$ cat src/rtl/cro_pkg.sv
// Shared types and codes of the contiguous ring outbox.
`timescale 1ns / 1ps

package cro_pkg;

    // Payload pointers and capacity are 17 bits so that a full 64 KiB space fits.
    localparam int PTR_W = 17;

    typedef enum logic [1:0] {
        FUNC_STAGE  = 2'd0,
        FUNC_READY  = 2'd1,
        FUNC_COMMIT = 2'd2,
        FUNC_NOP    = 2'd3
    } func_t;

    localparam logic [1:0] STATUS_OK        = 2'd0;
    localparam logic [1:0] STATUS_EXHAUSTED = 2'd1;
    localparam logic [1:0] STATUS_RANGE     = 2'd2;

    localparam logic [1:0] CFG_CAPACITY = 2'd0;
    localparam logic [1:0] CFG_FROZEN   = 2'd1;

    typedef enum logic [3:0] {
        ST_IDLE,
        ST_S_LEN,
        ST_S_POS,
        ST_S_FIT,
        ST_S_WRAP,
        ST_S_BEFORE,
        ST_S_WRITE,
        ST_WALK,
        ST_COMMIT,
        ST_DONE
    } state_t;

    typedef struct packed {
        logic [1:0]  func;
        logic [63:0] entry_lsn;
        logic [7:0]  entry_kind;
        logic [15:0] payload_length;
        logic [63:0] durable_mark;
        logic [6:0]  commit_count;
    } in_word_t;

    typedef struct packed {
        logic [1:0]  status;
        logic [15:0] write_offset;
        logic [6:0]  ready_count;
        logic [6:0]  pending_count;
    } out_word_t;

    typedef struct packed {
        logic [63:0] lsn;
        logic [15:0] offset;
    } slot_t;

endpackage

$ cat src/rtl/cro_cmp.sv
// Shared unsigned less-or-equal comparator used by the sequencer's compare steps.
`timescale 1ns / 1ps

module cro_cmp
    import cro_pkg::*;
(
    input  logic [63:0] op_a,
    input  logic [63:0] op_b,
    output logic        a_le_b
);

    assign a_le_b = (op_a <= op_b);

endmodule

$ cat src/rtl/cro_ctrl.sv
// Sequencer and queue bookkeeping: stage placement, ready walk and commit.
`timescale 1ns / 1ps

module cro_ctrl
    import cro_pkg::*;
#(
    parameter int RING_W = 6
) (
    input  logic              aclk,
    input  logic              aresetn,
    input  logic [PTR_W-1:0]  cap,
    input  logic              frozen,
    input  logic              s_valid,
    output logic              s_ready,
    input  in_word_t          s_data,
    output logic              m_valid,
    input  logic              m_ready,
    output out_word_t         m_data,
    output logic              mem_wr_en,
    output logic [RING_W-1:0] mem_wr_addr,
    output slot_t             mem_wr_data,
    output logic [RING_W-1:0] mem_rd_addr,
    input  slot_t             mem_rd_data
);

    localparam int CNT_W = RING_W + 1;

    state_t             state_reg,   state_next;
    in_word_t           in_reg,      in_next;
    logic [PTR_W:0]     sum_reg,     sum_next;
    logic [RING_W-1:0]  head_reg,    head_next;
    logic [CNT_W-1:0]   count_reg,   count_next;
    logic [PTR_W-1:0]   wp_reg,      wp_next;
    logic [CNT_W-1:0]   n_reg,       n_next;
    logic               wrap_reg,    wrap_next;
    logic [1:0]         status_reg,  status_next;
    logic [15:0]        offset_reg,  offset_next;
    out_word_t          out_reg,     out_next;
    logic               m_valid_reg, m_valid_next;

    logic [63:0]      cmp_a;
    logic [63:0]      cmp_b;
    logic             cmp_le;
    logic             full;
    logic             fits_here;
    logic             walk_go;
    logic             out_free;
    logic [CNT_W-1:0] release_n;

    cro_cmp u_cmp (
        .op_a   (cmp_a),
        .op_b   (cmp_b),
        .a_le_b (cmp_le)
    );

    // The ring is full only when the count reaches the ring size, its top bit.
    assign full      = count_reg[CNT_W-1];
    assign fits_here = cmp_le && !wp_reg[PTR_W-1];
    assign walk_go   = !frozen && (n_reg < count_reg) && cmp_le;
    assign out_free  = !m_valid_reg || m_ready;
    assign release_n = cmp_le ? CNT_W'(in_reg.commit_count) : count_reg;

    // Operand selection for the shared comparator, one question per step.
    always_comb begin
        cmp_a = '0;
        cmp_b = '0;
        unique case (state_reg)
            ST_S_LEN: begin
                cmp_a = 64'(in_reg.payload_length);
                cmp_b = 64'(cap);
            end
            ST_S_POS: begin
                cmp_a = 64'(mem_rd_data.offset);
                cmp_b = 64'(wp_reg);
            end
            ST_S_FIT: begin
                cmp_a = 64'(sum_reg);
                cmp_b = 64'(cap);
            end
            ST_S_WRAP: begin
                cmp_a = 64'(in_reg.payload_length);
                cmp_b = 64'(mem_rd_data.offset);
            end
            ST_S_BEFORE: begin
                cmp_a = 64'(sum_reg);
                cmp_b = 64'(mem_rd_data.offset);
            end
            ST_WALK: begin
                cmp_a = mem_rd_data.lsn;
                cmp_b = in_reg.durable_mark;
            end
            ST_COMMIT: begin
                cmp_a = 64'(in_reg.commit_count);
                cmp_b = 64'(count_reg);
            end
            default: begin
                cmp_a = '0;
                cmp_b = '0;
            end
        endcase
    end

    // Next state.
    always_comb begin
        state_next = state_reg;
        unique case (state_reg)
            ST_IDLE: begin
                if (s_valid) begin
                    unique case (func_t'(s_data.func))
                        FUNC_STAGE:  state_next = ST_S_LEN;
                        FUNC_READY:  state_next = ST_WALK;
                        FUNC_COMMIT: state_next = ST_COMMIT;
                        default:     state_next = ST_DONE;
                    endcase
                end
            end
            ST_S_LEN: begin
                if (full || !cmp_le) begin
                    state_next = ST_DONE;
                end else if (count_reg == '0) begin
                    state_next = ST_S_WRITE;
                end else begin
                    state_next = ST_S_POS;
                end
            end
            ST_S_POS:    state_next = cmp_le ? ST_S_FIT : ST_S_BEFORE;
            ST_S_FIT:    state_next = fits_here ? ST_S_WRITE : ST_S_WRAP;
            ST_S_WRAP:   state_next = cmp_le ? ST_S_WRITE : ST_DONE;
            ST_S_BEFORE: state_next = cmp_le ? ST_S_WRITE : ST_DONE;
            ST_S_WRITE:  state_next = ST_DONE;
            ST_WALK:     state_next = walk_go ? ST_WALK : ST_DONE;
            ST_COMMIT:   state_next = ST_DONE;
            ST_DONE: begin
                if (out_free) begin
                    state_next = ST_IDLE;
                end
            end
            default:     state_next = ST_IDLE;
        endcase
    end

    // Datapath and outputs.
    always_comb begin
        in_next      = in_reg;
        sum_next     = sum_reg;
        head_next    = head_reg;
        count_next   = count_reg;
        wp_next      = wp_reg;
        n_next       = n_reg;
        wrap_next    = wrap_reg;
        status_next  = status_reg;
        offset_next  = offset_reg;
        out_next     = out_reg;
        m_valid_next = m_valid_reg && !m_ready;
        mem_wr_en    = 1'b0;
        mem_wr_addr  = head_reg + count_reg[RING_W-1:0];
        mem_wr_data.lsn    = in_reg.entry_lsn;
        mem_wr_data.offset = wrap_reg ? 16'd0 : wp_reg[15:0];
        // The read port tracks the oldest entry, or the next entry of the walk.
        mem_rd_addr  = (state_reg == ST_WALK) ?
                       head_reg + n_reg[RING_W-1:0] + RING_W'(1) : head_reg;

        unique case (state_reg)
            ST_IDLE: begin
                if (s_valid) begin
                    in_next     = s_data;
                    sum_next    = {1'b0, wp_reg} + (PTR_W + 1)'(s_data.payload_length);
                    n_next      = '0;
                    wrap_next   = 1'b0;
                    status_next = STATUS_OK;
                    offset_next = '0;
                end
            end
            ST_S_LEN: begin
                if (full) begin
                    status_next = STATUS_EXHAUSTED;
                end else if (!cmp_le) begin
                    status_next = STATUS_RANGE;
                end else if (count_reg == '0) begin
                    wrap_next = 1'b1;
                end
            end
            ST_S_FIT: begin
                if (!fits_here) begin
                    wrap_next = 1'b1;
                end
            end
            ST_S_WRAP, ST_S_BEFORE: begin
                if (!cmp_le) begin
                    status_next = STATUS_EXHAUSTED;
                end
            end
            ST_S_WRITE: begin
                mem_wr_en   = 1'b1;
                offset_next = mem_wr_data.offset;
                wp_next     = wrap_reg ? PTR_W'(in_reg.payload_length) : sum_reg[PTR_W-1:0];
                count_next  = count_reg + CNT_W'(1);
            end
            ST_WALK: begin
                if (walk_go) begin
                    n_next = n_reg + CNT_W'(1);
                end
            end
            ST_COMMIT: begin
                head_next  = head_reg + release_n[RING_W-1:0];
                count_next = count_reg - release_n;
            end
            ST_DONE: begin
                if (out_free) begin
                    out_next.status        = status_reg;
                    out_next.write_offset  = offset_reg;
                    out_next.ready_count   = 7'(n_reg);
                    out_next.pending_count = 7'(count_reg);
                    m_valid_next           = 1'b1;
                end
            end
            default: begin
                m_valid_next = m_valid_reg && !m_ready;
            end
        endcase
    end

    always_ff @(posedge aclk) begin
        if (!aresetn) begin
            state_reg   <= ST_IDLE;
            head_reg    <= '0;
            count_reg   <= '0;
            wp_reg      <= '0;
            m_valid_reg <= 1'b0;
        end else begin
            state_reg   <= state_next;
            head_reg    <= head_next;
            count_reg   <= count_next;
            wp_reg      <= wp_next;
            m_valid_reg <= m_valid_next;
        end
    end

    always_ff @(posedge aclk) begin
        in_reg     <= in_next;
        sum_reg    <= sum_next;
        n_reg      <= n_next;
        wrap_reg   <= wrap_next;
        status_reg <= status_next;
        offset_reg <= offset_next;
        out_reg    <= out_next;
    end

    assign s_ready = (state_reg == ST_IDLE);
    assign m_valid = m_valid_reg;
    assign m_data  = out_reg;

endmodule

$ cat config.mk
export PLATFORM = sky130hd
export DESIGN_NAME = cro_ctrl
export DESIGN_NICKNAME = d
export VERILOG_FILES = /design/src/rtl/cro_pkg.sv /design/src/rtl/cro_cmp.sv /design/src/rtl/cro_ctrl.sv
export SDC_FILE = /design/constraint.sdc
export NUM_CORES = 1
export LEC_CHECK = 0
export ABC_AREA = 1
export BUFFER_PORTS_ARGS = -buffer_cell sky130_fd_sc_hd__buf_2
export CAP_MARGIN = 20
export CELL_PAD_IN_SITES_DETAIL_PLACEMENT = 0
export CELL_PAD_IN_SITES_GLOBAL_PLACEMENT = 1
export CORE_MARGIN = 8
export CORE_UTILIZATION = 43
export CTS_CLUSTER_DIAMETER = 150
export DETAILED_ROUTE_END_ITERATION = 7
export GPL_TIMING_DRIVEN = 0
export PLACE_DENSITY_LB_ADDON = 0.1
export SLEW_MARGIN = 40
export SYNTH_ARGS = -nofsm -noshare
export SYNTH_HDL_FRONTEND = slang
export SYNTH_SLANG_ARGS = --single-unit
$ cat constraint.sdc
create_clock -name aclk -period 19.95 [get_ports aclk]
set_input_delay 3.99 -clock aclk [delete_from_list [all_inputs] [get_ports aclk]]
set_output_delay 3.99 -clock aclk [all_outputs]
set_load 0.02 [all_outputs]
==> impl_metrics.ini <==
[status]
status = finished clean

[synthesis]
synthTopCellsByCount = 265 x nand2_1, 227 x edfxtp_1, 148 x inv_1
postSynth.asyncResetShare_pct = 0
syn_area_mm2 = 0.0140
yosysWarnings = 0
yosys-top-cells-area = edfxtp_1 49%, ha_1 9.7%, nand2_1 7.1%
synthCells = 1382
ys_ff_latch = 262
postSynthAreaPerCell_um2 = 10.1
synth.distinct_cells = 52
ys_seq_area_share_pct = 53.9
synth-edff-count = 227
synth-main-ff-cell = edfxtp_1
yosys.area.top_type = edfxtp_1
synth_top_area_share_pct = 48.9
syn_nets = 1758
synthMostInstantiatedCell = nand2_1

[floorplanning]
rows = 66
boundaryPins = 390
die_w_um = 196
die_h_um = 196
initial_core_util_pct = 43.2
core_area_mm2 = 0.0323
dieArea_mm2 = 0.0385

[critical_path]
reg2reg_from = state_reg[2]
crit_type = in -> reg
r2r_slack_ns = 14.32
path_max_fanout = 10
cp-start-kind = primary input
cp-end-kind = flop
crit_arrival_ns = 7.77
r2r-end = count_reg[6]
r2r_cells = 28
crit_required_ns = 20.44

[power_and_ir_drop]
power.leakage_nw = 7.95
clockPowerShare_pct = 24.0
intPower_mw = 1.41
p_sw_share_pct = 36.9
seqPwrFrac_pct = 38.4
power_frac_comb_pct = 37.6
p_sw_uw = 823
powerDensity_mw_per_mm2 = 126
peakVddDrop_mv = 0.0754

[clock_network]
postCtsSetupRepairBufs = 0
cts_resized = 0
clock-sinks = 262
cts_root_buf = clkbuf_16
clkTransAtPathRegs_ns = 0.06
clock_tree.buffer_depth = 3
htree_levels = 1
holdBufCountCts = 0
cts_tree = yes
cts_inserted_buffers = 30
clk_latency_ns = 0.56

[layout]
area_delta_synth_final_pct = 26.4
largest_reg_flops = 87
drive_gt1_share_pct = 29.7
nets = 2183

[global_routing]
grtUsageTotal_pct = 21.3
overflow = 0
grt_max_degree = 23
antenna_found_initial = 2
grt_pass1_vias = 11381
grt_pass1_wl_mm = 63.6

[drt]
wirelength_mm = 42.6
vias = 11328
first_pass_iters = 5
wire_per_inst_um = 18.7
vias_per_cell = 4.99
ant_nets = 0
drcViolationCount = 0
dr.first_iter.drc_count = 702

[timing]
rsz0062_at_grt = no
finalSetupViolations = 0
worst_pin_slew_ns = 0.802
setup_tns_ns = 0
skew_ns = 0.00928
slew_headroom_pct = 46.3
fmaxAchievable_ghz = 0.137
finalCritPeriodShare_pct = 36.5
whs_ns = 0.414
period_minus_slack_ns = 7.28
finalHoldViolCount = 0
drv_slew = 0

[worst_hold_path]
min_from = offset_reg[13]
min_to = m_data[27]
hp-class = reg -> reg
whs_path_depth = 0

[flow_run]
cap_viol_max_count = 0

[place]
port-buffer-count = 380
place.gp.congestion = 0.895
dp_hpwl_mm = 34.3
-- cells by family (layout without fill, tap and decap cells) --
logic type / Yosys count / in the layout / synth area share, %
XOR/XNOR: 32 / 32 / 2.01
other: 0 / 1 / 0
buffers and inverters: 258 / 705 / 8.88
AND/OR/NAND/NOR: 484 / 484 / 14.8
adder cells (fa/ha/maj): 113 / 113 / 10.4
flip-flops: 262 / 262 / 53.9
AO/OA/AOI/OAI: 233 / 233 / 10.0
-- worst max-delay path, stage by stage --
cell and delay, ns:
buf_2 0.12, nand2_1 0.06, o21ai_0 0.07, a221oi_1 0.32
ha_1 0.33, nand2_1 0.08, nand2_1 0.04, nand2_1 0.05
nand2_1 0.05, a21oi_1 0.19, nand2_1 0.12, nand2_1 0.07
nand2_1 0.06, nand2_1 0.10, nand2_4 0.09, nand2_4 0.17
o21ai_0 0.17, or2_1 0.25, ha_1 0.21, fa_1 0.40
o21ai_0 0.36, a21oi_1 0.12, inv_1 0.07, a21oi_1 0.07
inv_1 0.05, nand2_1 0.04, a31oi_1 0.11
-- stage by stage --
stage,power [mW],area [um^2],cells,util [%],worst slack (ns)
after CTS,2.25,17600,2271,54.6,12.65
after global placement,1.70,16400,2204,50.8,4.73
after global routing,2.37,17600,2272,54.6,12.17
after detailed placement,1.71,16700,2217,51.7,12.08
final,2.23,17600,2272,54.6,12.67
after floorplan,1.44,14000,1382,-,8.26
-- cell usage in the layout (no fill, tap or decap), types with 10 or more instances in the layout --
master	count
a21oi_1	81
a221oi_1	17
a22oi_1	10
a31oi_1	17
buf_2	391
buf_4	65
clkbuf_1	28
clkbuf_16	30
clkinv_1	11
dfxtp_1	35
edfxtp_1	227
ha_1	108
inv_1	148
nand2_1	265
nand3_1	28
nand4_1	17
nor2_1	125
nor3_1	21
o211ai_1	10
o21ai_0	62
xnor2_1	11
xor2_1	21
-- final cells by class --
type	instances	area, um^2
Multi-Input combinational cell	862	5220
Fill cell	2962	14700
Timing Repair Buffer	393	2150
Clock buffer	33	762
Clock inverter	21	186
Tap cell	442	553
Inverter	155	582
Antenna cell	1	2.50
Buffer	103	657
Sequential cell	262	7520
-- power groups by stage --
stage          sequential, mW  combinational [mW]  clock [mW]
2_1_floorplan           0.869               0.569           0
3_3_place_gp            0.905               0.794           0
3_5_place_dp            0.869               0.839           0
4_1_cts                 0.858               0.844       0.547
5_1_grt                 0.873               0.932       0.566
6_report                0.856               0.839       0.534
-- worst max-delay path by stage --
stage                   startpoint            to  slack, ns
floorplan                  s_valid     in_reg[0]       8.26
global placement           s_valid     in_reg[7]       4.73
detailed placement  mem_rd_data[9]  count_reg[6]      12.08
CTS                 mem_rd_data[9]  count_reg[6]      12.65
global route        mem_rd_data[9]  count_reg[6]      12.17
finish              mem_rd_data[9]  count_reg[6]      12.67
-- per-layer routing --
layer	vias to the layer above	GRT usage (%)	wire, um
li1	5571	-	-
met1	5229	27.8	18700
met2	431	34.5	19200
met3	95	4.75	3180
met4	2	7.33	1460
met5	-	0	8
Note: power is estimated with default switching activity, not from simulation.
